`src/design/tono_pkg.sv`:
```
package tono_pkg;

  localparam int unsigned OptionTableDepth = 256;

  // telnet command bytes
  localparam logic [7:0] T_IAC  = 8'd255;
  localparam logic [7:0] T_DONT = 8'd254;
  localparam logic [7:0] T_DO   = 8'd253;
  localparam logic [7:0] T_WONT = 8'd252;
  localparam logic [7:0] T_WILL = 8'd251;
  localparam logic [7:0] T_SB   = 8'd250;
  localparam logic [7:0] T_SE   = 8'd240;

  // option codes
  localparam logic [7:0] O_ECHO  = 8'd1;
  localparam logic [7:0] O_SGA   = 8'd3;
  localparam logic [7:0] O_TTYPE = 8'd24;
  localparam logic [7:0] O_NAWS  = 8'd31;
  localparam logic [7:0] TTYPE_SEND = 8'd1;

  localparam logic [3:0] NameMaxChars = 4'd8;

  // option answer codes held in the tables
  localparam logic [1:0] ANS_NONE   = 2'd0;
  localparam logic [1:0] ANS_ACCEPT = 2'd1;
  localparam logic [1:0] ANS_REFUSE = 2'd2;

  // configuration register indexes
  localparam logic [7:0] CFG_WINDOW_WIDTH  = 8'd0;
  localparam logic [7:0] CFG_WINDOW_HEIGHT = 8'd1;
  localparam logic [7:0] CFG_TERM_NAME     = 8'd2;
  localparam logic [7:0] CFG_TERM_NAME_LEN = 8'd3;

  localparam logic [7:0]  RstWindowWidth  = 8'd80;
  localparam logic [7:0]  RstWindowHeight = 8'd25;
  localparam logic [63:0] RstTermName     = 64'd1397708869;
  localparam logic [3:0]  RstTermNameLen  = 4'd4;

  typedef enum logic [2:0] {
    PH_DATA    = 3'd0,
    PH_IAC     = 3'd1,
    PH_VERB    = 3'd2,
    PH_SUB     = 3'd3,
    PH_SUB_IAC = 3'd4
  } phase_e;

  typedef enum logic [1:0] {
    VERB_WILL = 2'd0,
    VERB_WONT = 2'd1,
    VERB_DO   = 2'd2,
    VERB_DONT = 2'd3
  } verb_e;

  typedef enum logic [1:0] {
    ACT_NONE  = 2'd0,
    ACT_DATA  = 2'd1,
    ACT_VERB  = 2'd2,
    ACT_TTYPE = 2'd3
  } act_e;

  typedef enum logic [1:0] {
    JOB_DATA  = 2'd0,
    JOB_REPLY = 2'd1,
    JOB_NAWS  = 2'd2,
    JOB_TTYPE = 2'd3
  } job_e;

endpackage

```
`src/design/tono_ram.sv`:
```
module tono_ram #(
  parameter int unsigned WIDTH = 4,
  parameter int unsigned DEPTH = 256
) (
  input  logic                     clk_i,
  input  logic                     we_i,
  input  logic [$clog2(DEPTH)-1:0] waddr_i,
  input  logic [WIDTH-1:0]         wdata_i,
  input  logic                     re_i,
  input  logic [$clog2(DEPTH)-1:0] raddr_i,
  output logic [WIDTH-1:0]         rdata_o
);

  logic [WIDTH-1:0] mem_q [DEPTH];
  logic [WIDTH-1:0] rdata_q;

  always_ff @(posedge clk_i) begin
    if (we_i) begin
      mem_q[waddr_i] <= wdata_i;
    end
    if (re_i) begin
      rdata_q <= mem_q[raddr_i];
    end
  end

  assign rdata_o = rdata_q;

endmodule

```
`src/design/telnet_option_negotiator.sv`:
```
// A request passes through stage 1 and the emitter job register into the output register.
// The input takes one byte a cycle while no earlier results are pending; it stalls only
// while earlier results drain, one result byte a cycle while the output is taken.
// Option tables sit in one 256 x 4 RAM (read at accept, written as the request leaves stage 1).
// Reset clears per-entry valid bits at once, so every option reads as unanswered;
// configuration registers return to their defaults. No clearing pass is needed.
module telnet_option_negotiator #(
  parameter int unsigned OPTION_TABLE_DEPTH = tono_pkg::OptionTableDepth
) (
  input  logic        clk_i,
  input  logic        rst_ni,
  input  logic        cfg_we_i,
  input  logic [7:0]  cfg_index_i,
  input  logic [63:0] cfg_data_i,
  input  logic        rx_valid_i,
  output logic        rx_ready_o,
  input  logic [7:0]  rx_byte_i,
  output logic        out_valid_o,
  input  logic        out_ready_i,
  output logic [7:0]  out_byte_o,
  output logic        to_server_o,
  output logic        remote_echo_o,
  output logic        last_o
);
  import tono_pkg::*;

  localparam int unsigned OptAw = $clog2(OPTION_TABLE_DEPTH);

  // configuration
  logic [7:0]  win_w_q, win_h_q;
  logic [63:0] term_name_q;
  logic [3:0]  term_len_q;

  always_ff @(posedge clk_i or negedge rst_ni) begin
    if (!rst_ni) begin
      win_w_q     <= RstWindowWidth;
      win_h_q     <= RstWindowHeight;
      term_name_q <= RstTermName;
      term_len_q  <= RstTermNameLen;
    end else if (cfg_we_i) begin
      unique case (cfg_index_i)
        CFG_WINDOW_WIDTH:  win_w_q     <= cfg_data_i[7:0];
        CFG_WINDOW_HEIGHT: win_h_q     <= cfg_data_i[7:0];
        CFG_TERM_NAME:     term_name_q <= cfg_data_i;
        CFG_TERM_NAME_LEN: term_len_q  <= cfg_data_i[3:0];
        default: ;
      endcase
    end
  end

  // parser state
  phase_e     phase_q, phase_d;
  verb_e      verb_q, verb_d;
  logic [7:0] sub_first_q, sub_first_d, sub_second_q, sub_second_d;
  logic [1:0] sub_cnt_q, sub_cnt_d;
  act_e       act;
  logic       rx_fire;

  // stage 1: parsed request waiting for its table entry
  logic       s1_q;
  act_e       s1_act_q;
  verb_e      s1_verb_q;
  logic [7:0] s1_b_q;
  logic       s1_adv;

  // emitter job
  logic       job_q, job_d;
  job_e       job_kind_q;
  logic [7:0] job_b_q, job_opt_q;
  logic [3:0] job_idx_q, job_end_q;
  logic       job_echo_q;
  logic       job_free, emit, emit_last;
  logic [7:0] emit_byte;

  logic       echo_q, echo_d;

  assign rx_fire    = rx_valid_i && rx_ready_o;
  assign rx_ready_o = !s1_q || s1_adv;

  // next phase
  always_comb begin
    phase_d = phase_q;
    verb_d  = verb_q;
    if (rx_fire) begin
      unique case (phase_q)
        PH_IAC: begin
          if (rx_byte_i == T_SB) begin
            phase_d = PH_SUB;
          end else if (rx_byte_i >= T_WILL && rx_byte_i <= T_DONT) begin
            phase_d = PH_VERB;
            verb_d  = verb_e'(2'(rx_byte_i - T_WILL));
          end else begin
            phase_d = PH_DATA;
          end
        end
        PH_VERB:    phase_d = PH_DATA;
        PH_SUB:     phase_d = (rx_byte_i == T_IAC) ? PH_SUB_IAC : PH_SUB;
        PH_SUB_IAC: phase_d = (rx_byte_i == T_SE) ? PH_DATA : PH_SUB;
        default:    phase_d = (rx_byte_i == T_IAC) ? PH_IAC : PH_DATA;
      endcase
    end
  end

  // parser outputs: request kind and subnegotiation capture
  always_comb begin
    act          = ACT_NONE;
    sub_first_d  = sub_first_q;
    sub_second_d = sub_second_q;
    sub_cnt_d    = sub_cnt_q;
    unique case (phase_q) inside
      PH_IAC: begin
        if (rx_byte_i == T_IAC) begin
          act = ACT_DATA;
        end else if (rx_byte_i == T_SB) begin
          sub_cnt_d = 2'd0;
        end
      end
      PH_VERB: act = ACT_VERB;
      PH_SUB, PH_SUB_IAC: begin
        if ((phase_q == PH_SUB && rx_byte_i != T_IAC) ||
            (phase_q == PH_SUB_IAC && rx_byte_i != T_SE)) begin
          if (sub_cnt_q == 2'd0) begin
            sub_first_d = rx_byte_i;
            sub_cnt_d   = 2'd1;
          end else if (sub_cnt_q == 2'd1) begin
            sub_second_d = rx_byte_i;
            sub_cnt_d    = 2'd2;
          end
        end else if (phase_q == PH_SUB_IAC && sub_cnt_q == 2'd2 &&
                     sub_first_q == O_TTYPE && sub_second_q == TTYPE_SEND) begin
          act = ACT_TTYPE;
        end
      end
      default: if (rx_byte_i != T_IAC) act = ACT_DATA;
    endcase
  end

  always_ff @(posedge clk_i or negedge rst_ni) begin
    if (!rst_ni) begin
      phase_q      <= PH_DATA;
      verb_q       <= VERB_WILL;
      sub_first_q  <= '0;
      sub_second_q <= '0;
      sub_cnt_q    <= '0;
    end else begin
      phase_q <= phase_d;
      verb_q  <= verb_d;
      if (rx_fire) begin
        sub_first_q  <= sub_first_d;
        sub_second_q <= sub_second_d;
        sub_cnt_q    <= sub_cnt_d;
      end
    end
  end

  always_ff @(posedge clk_i or negedge rst_ni) begin
    if (!rst_ni) begin
      s1_q <= 1'b0;
    end else if (rx_fire) begin
      s1_q <= 1'b1;
    end else if (s1_adv) begin
      s1_q <= 1'b0;
    end
  end

  always_ff @(posedge clk_i) begin
    if (rx_fire) begin
      s1_act_q  <= act;
      s1_verb_q <= verb_q;
      s1_b_q    <= (phase_q == PH_IAC) ? T_IAC : rx_byte_i;
    end
  end

  // option tables: remote answer in [1:0], local answer in [3:2]
  logic                          opt_vld_q [OPTION_TABLE_DEPTH];
  logic [3:0]                    ram_rdata, entry, ram_wdata;
  logic                          ram_re, ram_we, wr_need;
  logic [1:0]                    rem_ans, loc_ans, rem_new, loc_new;
  logic [OptAw-1:0]              s1_addr;

  assign ram_re  = rx_fire && phase_q == PH_VERB;
  assign s1_addr = s1_b_q[OptAw-1:0];
  assign ram_we  = s1_adv && s1_act_q == ACT_VERB && wr_need;

  tono_ram #(
    .WIDTH(4),
    .DEPTH(OPTION_TABLE_DEPTH)
  ) u_opt_ram (
    .clk_i   (clk_i),
    .we_i    (ram_we),
    .waddr_i (s1_addr),
    .wdata_i (ram_wdata),
    .re_i    (ram_re),
    .raddr_i (rx_byte_i[OptAw-1:0]),
    .rdata_o (ram_rdata)
  );

  always_ff @(posedge clk_i or negedge rst_ni) begin
    if (!rst_ni) begin
      for (int i = 0; i < int'(OPTION_TABLE_DEPTH); i++) opt_vld_q[i] <= 1'b0;
    end else if (ram_we) begin
      opt_vld_q[s1_addr] <= 1'b1;
    end
  end

  assign entry     = opt_vld_q[s1_addr] ? ram_rdata : {ANS_NONE, ANS_NONE};
  assign rem_ans   = entry[1:0];
  assign loc_ans   = entry[3:2];
  assign ram_wdata = {loc_new, rem_new};

  // resolve stage 1 into an emitter job
  logic       res_job;
  job_e       res_kind;
  logic [7:0] res_b;
  logic [3:0] res_end, name_n;
  logic       ok;

  assign name_n = (term_len_q > NameMaxChars) ? NameMaxChars : term_len_q;

  always_comb begin
    res_job  = 1'b0;
    res_kind = JOB_DATA;
    res_b    = s1_b_q;
    res_end  = 4'd0;
    wr_need  = 1'b0;
    rem_new  = rem_ans;
    loc_new  = loc_ans;
    echo_d   = echo_q;
    ok       = 1'b0;
    unique case (s1_act_q)
      ACT_DATA: res_job = 1'b1;
      ACT_TTYPE: begin
        res_job  = 1'b1;
        res_kind = JOB_TTYPE;
        res_end  = 4'd5 + name_n;
      end
      ACT_VERB: begin
        res_kind = JOB_REPLY;
        res_end  = 4'd2;
        unique case (s1_verb_q)
          VERB_WILL: begin
            ok      = s1_b_q == O_ECHO || s1_b_q == O_SGA;
            rem_new = ok ? ANS_ACCEPT : ANS_REFUSE;
            wr_need = rem_ans != rem_new;
            res_b   = ok ? T_DO : T_DONT;
            if (wr_need && ok && s1_b_q == O_ECHO) echo_d = 1'b1;
          end
          VERB_WONT: begin
            rem_new = ANS_REFUSE;
            wr_need = rem_ans != ANS_REFUSE;
            res_b   = T_DONT;
            if (wr_need && s1_b_q == O_ECHO) echo_d = 1'b0;
          end
          VERB_DO: begin
            ok      = s1_b_q == O_SGA || s1_b_q == O_TTYPE || s1_b_q == O_NAWS;
            loc_new = ok ? ANS_ACCEPT : ANS_REFUSE;
            wr_need = loc_ans != loc_new;
            res_b   = ok ? T_WILL : T_WONT;
            if (ok && s1_b_q == O_NAWS) begin
              res_kind = JOB_NAWS;
              res_end  = 4'd11;
            end
          end
          default: begin
            loc_new = ANS_REFUSE;
            wr_need = loc_ans != ANS_REFUSE;
            res_b   = T_WONT;
          end
        endcase
        res_job = wr_need;
      end
      default: ;
    endcase
  end

  assign job_free = !job_q || (emit && emit_last);
  assign s1_adv   = s1_q && job_free;

  always_ff @(posedge clk_i or negedge rst_ni) begin
    if (!rst_ni) begin
      echo_q <= 1'b0;
    end else if (s1_adv) begin
      echo_q <= echo_d;
    end
  end

  // emitter: one result byte a cycle into the output register, while that register is free or being taken
  assign emit      = job_q && (!out_valid_o || out_ready_i);
  assign emit_last = job_idx_q == job_end_q;

  logic [2:0] name_idx;
  assign name_idx = 3'(job_idx_q - 4'd4);

  always_comb begin
    emit_byte = T_SE;
    case (job_kind_q)
      JOB_DATA: emit_byte = job_b_q;
      JOB_REPLY: begin
        case (job_idx_q)
          4'd0:    emit_byte = T_IAC;
          4'd1:    emit_byte = job_b_q;
          default: emit_byte = job_opt_q;
        endcase
      end
      JOB_NAWS: begin
        case (job_idx_q)
          4'd0:    emit_byte = T_IAC;
          4'd1:    emit_byte = T_WILL;
          4'd2:    emit_byte = O_NAWS;
          4'd3:    emit_byte = T_IAC;
          4'd4:    emit_byte = T_SB;
          4'd5:    emit_byte = O_NAWS;
          4'd6:    emit_byte = 8'd0;
          4'd7:    emit_byte = win_w_q;
          4'd8:    emit_byte = 8'd0;
          4'd9:    emit_byte = win_h_q;
          4'd10:   emit_byte = T_IAC;
          default: emit_byte = T_SE;
        endcase
      end
      default: begin
        if (job_idx_q == 4'd0) begin
          emit_byte = T_IAC;
        end else if (job_idx_q == 4'd1) begin
          emit_byte = T_SB;
        end else if (job_idx_q == 4'd2) begin
          emit_byte = O_TTYPE;
        end else if (job_idx_q == 4'd3) begin
          emit_byte = 8'd0;
        end else if (job_idx_q < 4'd4 + name_n) begin
          emit_byte = term_name_q[8*name_idx +: 8];
        end else if (job_idx_q == 4'd4 + name_n) begin
          emit_byte = T_IAC;
        end else begin
          emit_byte = T_SE;
        end
      end
    endcase
  end

  always_comb begin
    job_d = job_q;
    if (s1_adv && res_job) begin
      job_d = 1'b1;
    end else if (emit && emit_last) begin
      job_d = 1'b0;
    end
  end

  always_ff @(posedge clk_i or negedge rst_ni) begin
    if (!rst_ni) begin
      job_q <= 1'b0;
    end else begin
      job_q <= job_d;
    end
  end

  always_ff @(posedge clk_i) begin
    if (s1_adv && res_job) begin
      job_kind_q <= res_kind;
      job_b_q    <= res_b;
      job_opt_q  <= s1_b_q;
      job_end_q  <= res_end;
      job_idx_q  <= 4'd0;
      job_echo_q <= echo_d;
    end else if (emit) begin
      job_idx_q <= job_idx_q + 4'd1;
    end
  end

  // output register
  logic out_valid_q;

  always_ff @(posedge clk_i or negedge rst_ni) begin
    if (!rst_ni) begin
      out_valid_q <= 1'b0;
    end else if (emit) begin
      out_valid_q <= 1'b1;
    end else if (out_ready_i) begin
      out_valid_q <= 1'b0;
    end
  end

  always_ff @(posedge clk_i) begin
    if (emit) begin
      out_byte_o    <= emit_byte;
      to_server_o   <= job_kind_q != JOB_DATA;
      remote_echo_o <= job_echo_q;
      last_o        <= emit_last;
    end
  end

  assign out_valid_o = out_valid_q;

endmodule

```
`config.mk`:
```
export PLATFORM = sky130hd
export DESIGN_NAME = telnet_option_negotiator
export DESIGN_NICKNAME = d
export VERILOG_FILES = /design/src/design/tono_pkg.sv /design/src/design/tono_ram.sv /design/src/design/telnet_option_negotiator.sv
export SDC_FILE = /design/constraint.sdc
export NUM_CORES = 2
export LEC_CHECK = 0
export BUFFER_PORTS_ARGS = -buffer_cell sky130_fd_sc_hd__buf_2
export CORE_UTILIZATION = 45
export CTS_BUF_LIST = sky130_fd_sc_hd__clkbuf_4
export DETAILED_ROUTE_END_ITERATION = 12
export PLACE_DENSITY_LB_ADDON = 0.2
export SLEW_MARGIN = 5
export SYNTH_ARGS = -nofsm -noshare
export SYNTH_HDL_FRONTEND = slang
export SYNTH_SLANG_ARGS = --single-unit
```
`constraint.sdc`:
```
create_clock -name clk_i -period 15.8 [get_ports clk_i]
set_input_delay 1.58 -clock clk_i [delete_from_list [all_inputs] [get_ports clk_i]]
set_output_delay 1.58 -clock clk_i [all_outputs]
set_load 0.02 [all_outputs]
```
# Word-level counts from Yosys, hierarchy flattened

Memory sizes are Yosys's and may differ from the RTL's. A register that Yosys moved wholly into a read port is not among the register bits.
Index checks and enable logic that the tools add are counted.

Logic and storage cells: 463
Input port bits: 85
Bits in writable memories: 1024
Memories kept: 1
Bits in registers: 417

Order comparisons: 6
Bitwise logic cells: 4
Equal/unequal tests: 47
Mux-type cells: 64
Add/sub/neg operators: 5
Shifts and indexed selects: 1
Reduce and logical (&&, ||, !) cells: 53

Memories:

| memory          | depth | bits a word | rd ports | clocked after Yosys merged registers in | write ports | RTL line       | source |
|---|---|---|---|---|---|---|---|
| u_opt_ram.mem_q | 256   | 4           | 1        | 1                                       | 1           | tono_ram.sv:14 | `logic [WIDTH-1:0] mem_q [DEPTH];` |

Operator list:

| kind                 | count |
|---|---|
| $or A256 B256 Y256   | 1 |
| $shiftx A64 B7 Y8    | 1 |
| $pmux W8 S7          | 1 |
| $mux W8              | 6 |
| $mux W2              | 16 |
| $eq A8 B1 Y1 const B | 3 |
| $eq A8 B2 Y1 const B | 3 |
| $eq A8 B5 Y1 const B | 3 |
| $eq A8 B8 Y1 const B | 3 |
| $pmux W8 S3          | 1 |
| $mux W4              | 5 |
| $logic_and A1 B1 Y1  | 19 |
| $mux W1              | 18 |
| $eq A4 B3 Y1 const B | 4 |
| $ne A8 B8 Y1 const B | 2 |
| $pmux W2 S2          | 4 |
| $pmux W8 S2          | 1 |
| $eq A4 B4 Y1 const B | 3 |
| $pmux W3 S4          | 1 |
| $eq A2 B2 Y1 const B | 5 |
| $ne A2 B2 Y1 const B | 5 |
| $reduce_bool A2 Y1   | 5 |
| $reduce_or A2 Y1     | 5 |
| $ge A9 B9 Y1 const B | 1 |
| other kinds (38)     | 64 |

# Longest topological paths before layout

Word-level depth: 11
Depth in mapped cells: 15

# Modules after synthesis

Synthesis repeated with hierarchy kept, for this count alone.

Cell total of the unflattened synthesis: 3554
Area total of the unflattened synthesis: 60379.2 um^2

By module, submodules not included:

| module                   | area each (um^2) | instances | cells an instance |
|---|---|---|---|
| tono_ram                 | 40715.3          | 1         | 2051 |
| telnet_option_negotiator | 19663.9          | 1         | 1503 |

# Worst setup path after synthesis

No wires, ideal clock.

Kind: reg-to-reg
From: register s1_b_q[0] (netlist: s1_addr[0])
To: memory u_opt_ram.mem_q[0][1], data pin
Data arrival time: 12234 ps
Stages on the path, launching flop included: 13
Buffers on the path: 4
Slack: 1379 ps
Library setup time: 2186 ps
Required time: 13614 ps
Cell sequence: edfxtp_1 -> buf_6 -> buf_8 -> buf_6 -> buf_4 -> mux2i_1 -> a22oi_1 -> a21oi_1 -> or3_1 -> and3_4 -> nor2_1 -> nand2_1 -> o21ai_0

Word-level cells in the longest chain between the ends: 7
Elaborated cells on any way between the ends: 11

Ends and longest elaborated chain:

| item                                        | RTL line                        | source |
|---|---|---|
| start, declared                             | telnet_option_negotiator.sv:63  | `logic [7:0] s1_b_q;` |
| start signal, assigned                      | telnet_option_negotiator.sv:170 | `s1_b_q <= (phase_q == PH_IAC) ? T_IAC : rx_byte_i;` |
| $not A8 Y9 (not written as such)            | telnet_option_negotiator.sv:206 | `assign entry = opt_vld_q[s1_addr] ? ram_rdata : {ANS_NONE, ANS_NONE};` |
| $bmux W1 S8                                 | telnet_option_negotiator.sv:206 |  |
| $mux W1 (not written as such) (2 in series) | telnet_option_negotiator.sv:206 |  |
| $mux W4                                     | telnet_option_negotiator.sv:206 |  |
| $pmux W2 S2                                 | telnet_option_negotiator.sv:240 | `unique case (s1_verb_q)` |
| $mux W2 (*)                                 | telnet_option_negotiator.sv:230 | `unique case (s1_act_q)` |
| named net rem_new[1]                        | telnet_option_negotiator.sv:178 | `logic [1:0] rem_ans, loc_ans, rem_new, loc_new;` |
| end, declared                               | tono_ram.sv:14                  |  |

The timed path passes the listed nets; every way through them passes the cells marked *. The select of a mux whose other input is x is not followed.

# Worst setup path after layout

From: register s1_b_q[0] (netlist: s1_addr[0])
To: memory u_opt_ram.mem_q[151][3], data pin

Word-level cells in the longest chain between the ends: 7
Elaborated cells on any way between the ends: 13

Ends and longest elaborated chain:

| item                                        | RTL line |
|---|---|
| $not A8 Y9 (not written as such)            | telnet_option_negotiator.sv:206 |
| $bmux W1 S8                                 | telnet_option_negotiator.sv:206 |
| $mux W1 (not written as such) (2 in series) | telnet_option_negotiator.sv:206 |
| $mux W4                                     | telnet_option_negotiator.sv:206 |
| $pmux W2 S2                                 | telnet_option_negotiator.sv:240 |
| $mux W2 (*)                                 | telnet_option_negotiator.sv:230 |
| named net loc_new[1]                        | telnet_option_negotiator.sv:178 |

Marks and branches as above.

==> metrics.csv <==
stage;metric;value;unit
run_status;status;completed;
min_path;holdCritPathClass;in -> async;
critical_path;endpoint_kind;register;
clock_tree;cts-root-buf;clkbuf_4;
yosys;async_reset_ff_frac;0.254;
yosys;syn_avg_cell_area;17.9;um2
critical_path;crit_type;reg -> reg;
clock_tree;cts_tree;built;
clock_tree;clkSinkCount;1445;
finish;drive_gt1_frac;0.343;
yosys;ys.flop_type;edfxtp_1;
finish;final_cell_mix;edfxtp_1 (1074), clkbuf_4 (571), mux4_2 (375);
critical_path;worstPathArrival;7.15;ns
die;chipWidth;364;um
finish;layout_commonest_cell;edfxtp_1;
power;p_comb_frac;0.111;
yosys;yosys_warnings;0;
yosys;netlist-cell-type-count;82;
clock_tree;cts_max_level;5;
critical_path;reg2regPathDepth;12;
route;met2_length;71100;um
critical_path;cp-start-kind;register;
power;p_sw;0.00218;W
global_route;antenna_found_initial;9;
power;p_per_area;128;mW/mm2
clock_tree;clock_latency;1.32;ns
global_route;grt_pass1_vias;34300;
finish;area_delta_synth_final;12.1;%
power;seqPwrFrac;0.513;
die;chipHeight;364;um
sta;finalMaxSlewViolations;0;
route;wl_met1;60500;um
finish;fin_nets;3738;
global_route;grt_usage;0.226;
finish;fill_cells;10700;
yosys;synthCells;3306;
global_route;grt_max_degree;167;
power;p_int;0.00631;W
yosys;syn_nets;3403;
job;drv_cap;0;
route;wire_per_inst;26.0;um
power;clockPowerShare;0.376;
route;first_iter_violations;3217;
sta;tns;0;ns
sta;maxSlewHeadroom;0.131;
sta;max_freq;0.159;GHz
clock_tree;post_cts_buffers;0;
yosys;synth-edff-count;1074;
power;p_leak;24.1;nW
sta;finalWorstPathRequiredPeriod;6.29;ns
clock_tree;numCtsBuffers;381;
die;ios;98;
placed_design;numPortBuffers;97;
critical_path;worstPathMaxFanout;92;
route;drtAntennaViolNets;0;
route;highest_layer;met5;
placed_design;place_hpwl;92400;um
critical_path;worstPathRequired;16.66;ns
global_route;overflow;0;
global_route;grt_first_pass_wirelength;220000;um
route;drc;0;
die;num_rows;132;
clock_tree;ctsResizeCount;0;
placed_design;gp_routability_congestion;0.861;
clock_tree;clk_path_buf_depth;4;
route;wl_met3;11500;um
clock_tree;holdBufCountCts;0;
sta;finalSetupViolCount;0;
route;via_per_inst;5.74;
sta;fin_skew;0.119;ns
power;peakVddDrop;0.0000567;V
die;start_util;0.455;
sta;max_slew.worst_pin.slew;1.29;ns
sta;rsz0062_at_grt;false;
yosys;syn_area;0.0591;mm2
die;die-area;0.133;mm2
die;coreArea;0.130;mm2
sta;hold_viol;0;
finish;stdcell_area;0.0663;mm2
placed_design;placed_area;0.0614;mm2
yosys;synth.yosys.seq_area_share;0.703;
route;vias;32600;
route;wl;148000;um
power;switching_share;0.257;
clock_tree;cts.clk_slew.worst_paths;0.07;ns
yosys;ys_seq_elements;1445;
sta;period_share;0.398;
route;dr.pass1.iters;8;
-- power by group through the flow --
stage	sequential (W)	combinational, W	clock [W]
floorplan	0.00449	0.000588	0
global placement	0.00443	0.000919	0
detailed placement	0.00443	0.000942	0
CTS	0.00435	0.000943	0.00329
global route	0.00436	0.00101	0.00347
finish	0.00435	0.000940	0.00319
-- area by class of cell --
type / instances / area, um2 / area share
Inverter: 40 / 150 / 0.00227
Antenna cell: 14 / 35.0 / 0.000529
Clock inverter: 97 / 484 / 0.00731
Multi-Input combinational cell: 1610 / 16500 / 0.250
Clock buffer: 571 / 4290 / 0.0647
Tap cell: 1742 / 2180 / 0.0329
Sequential cell: 1445 / 41500 / 0.627
Timing Repair Buffer: 163 / 1040 / 0.0157
-- synth_stat cells (4+ instances only) --
cell type | count | area share
xor2_1 | 5 | 0.00074
edfxtp_1 | 1074 | 0.55
dfrtp_1 | 346 | 0.15
mux2i_1 | 93 | 0.016
nand4_1 | 8 | 0.00085
ha_1 | 12 | 0.0025
o21bai_1 | 110 | 0.014
buf_6 | 8 | 0.0015
nor3_1 | 110 | 0.0093
nand3_1 | 31 | 0.0026
clkbuf_1 | 127 | 0.0081
o21ai_0 | 39 | 0.0033
nand2_1 | 115 | 0.0073
inv_1 | 39 | 0.0025
mux2_2 | 95 | 0.018
a31oi_1 | 8 | 0.00085
a21o_1 | 10 | 0.0013
o22ai_1 | 5 | 0.00053
and3_1 | 8 | 0.00085
dfstp_2 | 21 | 0.0093
buf_2 | 43 | 0.0036
o21bai_2 | 6 | 0.0011
and2_1 | 8 | 0.00085
a22oi_1 | 43 | 0.0055
o31ai_1 | 17 | 0.0022
xnor2_1 | 4 | 0.00059
nand2b_1 | 11 | 0.0012
mux4_2 | 375 | 0.14
or2_2 | 68 | 0.0072
a21oi_1 | 32 | 0.0027
nand3b_1 | 9 | 0.0011
buf_4 | 9 | 0.0011
a211oi_1 | 7 | 0.00089
dfxtp_1 | 4 | 0.0014
or2_1 | 67 | 0.0071
nor2_1 | 233 | 0.015
buf_1 | 23 | 0.0015
nor2b_1 | 19 | 0.0020
or3_1 | 5 | 0.00053
-- worst max-delay path: stages, from the launching register on --
cell,delay [ns]
edfxtp_1,0.89
buf_4,0.93
mux4_2,0.43
mux4_2,0.23
o22ai_1,0.10
or3_1,0.42
o211ai_1,0.22
nor3_4,0.11
nor2_1,0.41
nand2_1,0.18
a21oi_4,0.19
buf_4,0.66
buf_4,0.86
-- final timing paths --
check                      startpoint                       to  slack, ns
setup / recovery           s1_addr[0]  u_opt_ram.mem_q[151][3]       9.51
hold / removal                 rst_ni          term_name_q[38]       0.33
setup reg to reg           s1_addr[0]  u_opt_ram.mem_q[151][3]       9.51
hold reg to reg            job_echo_q            remote_echo_o       0.44
max in group asynchronous      rst_ni            opt_vld_q[41]      13.61
min in group clk_i         job_echo_q            remote_echo_o       0.44
-- registers in the layout, indices dropped and copies added (netlist names), 4 cells and up --
| name | cells |
|---|---|
| u_opt_ram.rdata_o | 4 |
| opt_vld_q | 256 |
| job_idx_q | 4 |
| sub_first_q | 8 |
| s1_addr | 8 |
| term_len_q | 4 |
| job_opt_q | 8 |
| sub_second_q | 8 |
| job_b_q | 8 |
| job_end_q | 4 |
| u_opt_ram.mem_q | 1024 |
| win_w_q | 8 |
| out_byte_o | 8 |
| win_h_q | 8 |
| term_name_q | 64 |
-- layer usage --
layer  GRT usage  vias up
met5           0        -
met4      0.0841        2
met3      0.0623      290
met2       0.356     1342
met1       0.301    17100
li1            -    13900
-- per-stage QoR --
stage	hold slack, ns	utilization	setup WS [ns]	std cells	power (W)
finish	0.330	0.510	9.51	5682	0.00849
global route	0.270	0.510	9.20	5679	0.00884
CTS	0.250	0.510	9.51	5668	0.00858
detailed placement	0.421	0.473	9.24	5000	0.00537
global placement	0.413	0.473	9.20	5000	0.00535
floorplan	0.400	-	1.38	3306	0.00508
-- cells by family after synthesis --
family	Yosys count	share of synthesized area
adder cells (fa/ha/maj)	12	0.00254
AO/OA/AOI/OAI	313	0.0388
AND/OR/NAND/NOR	713	0.0589
multiplexers	563	0.177
XOR/XNOR	9	0.00133
buffers and inverters	251	0.0186
flip-flops	1445	0.703
Note: power is estimated with default switching activity, not from simulation.
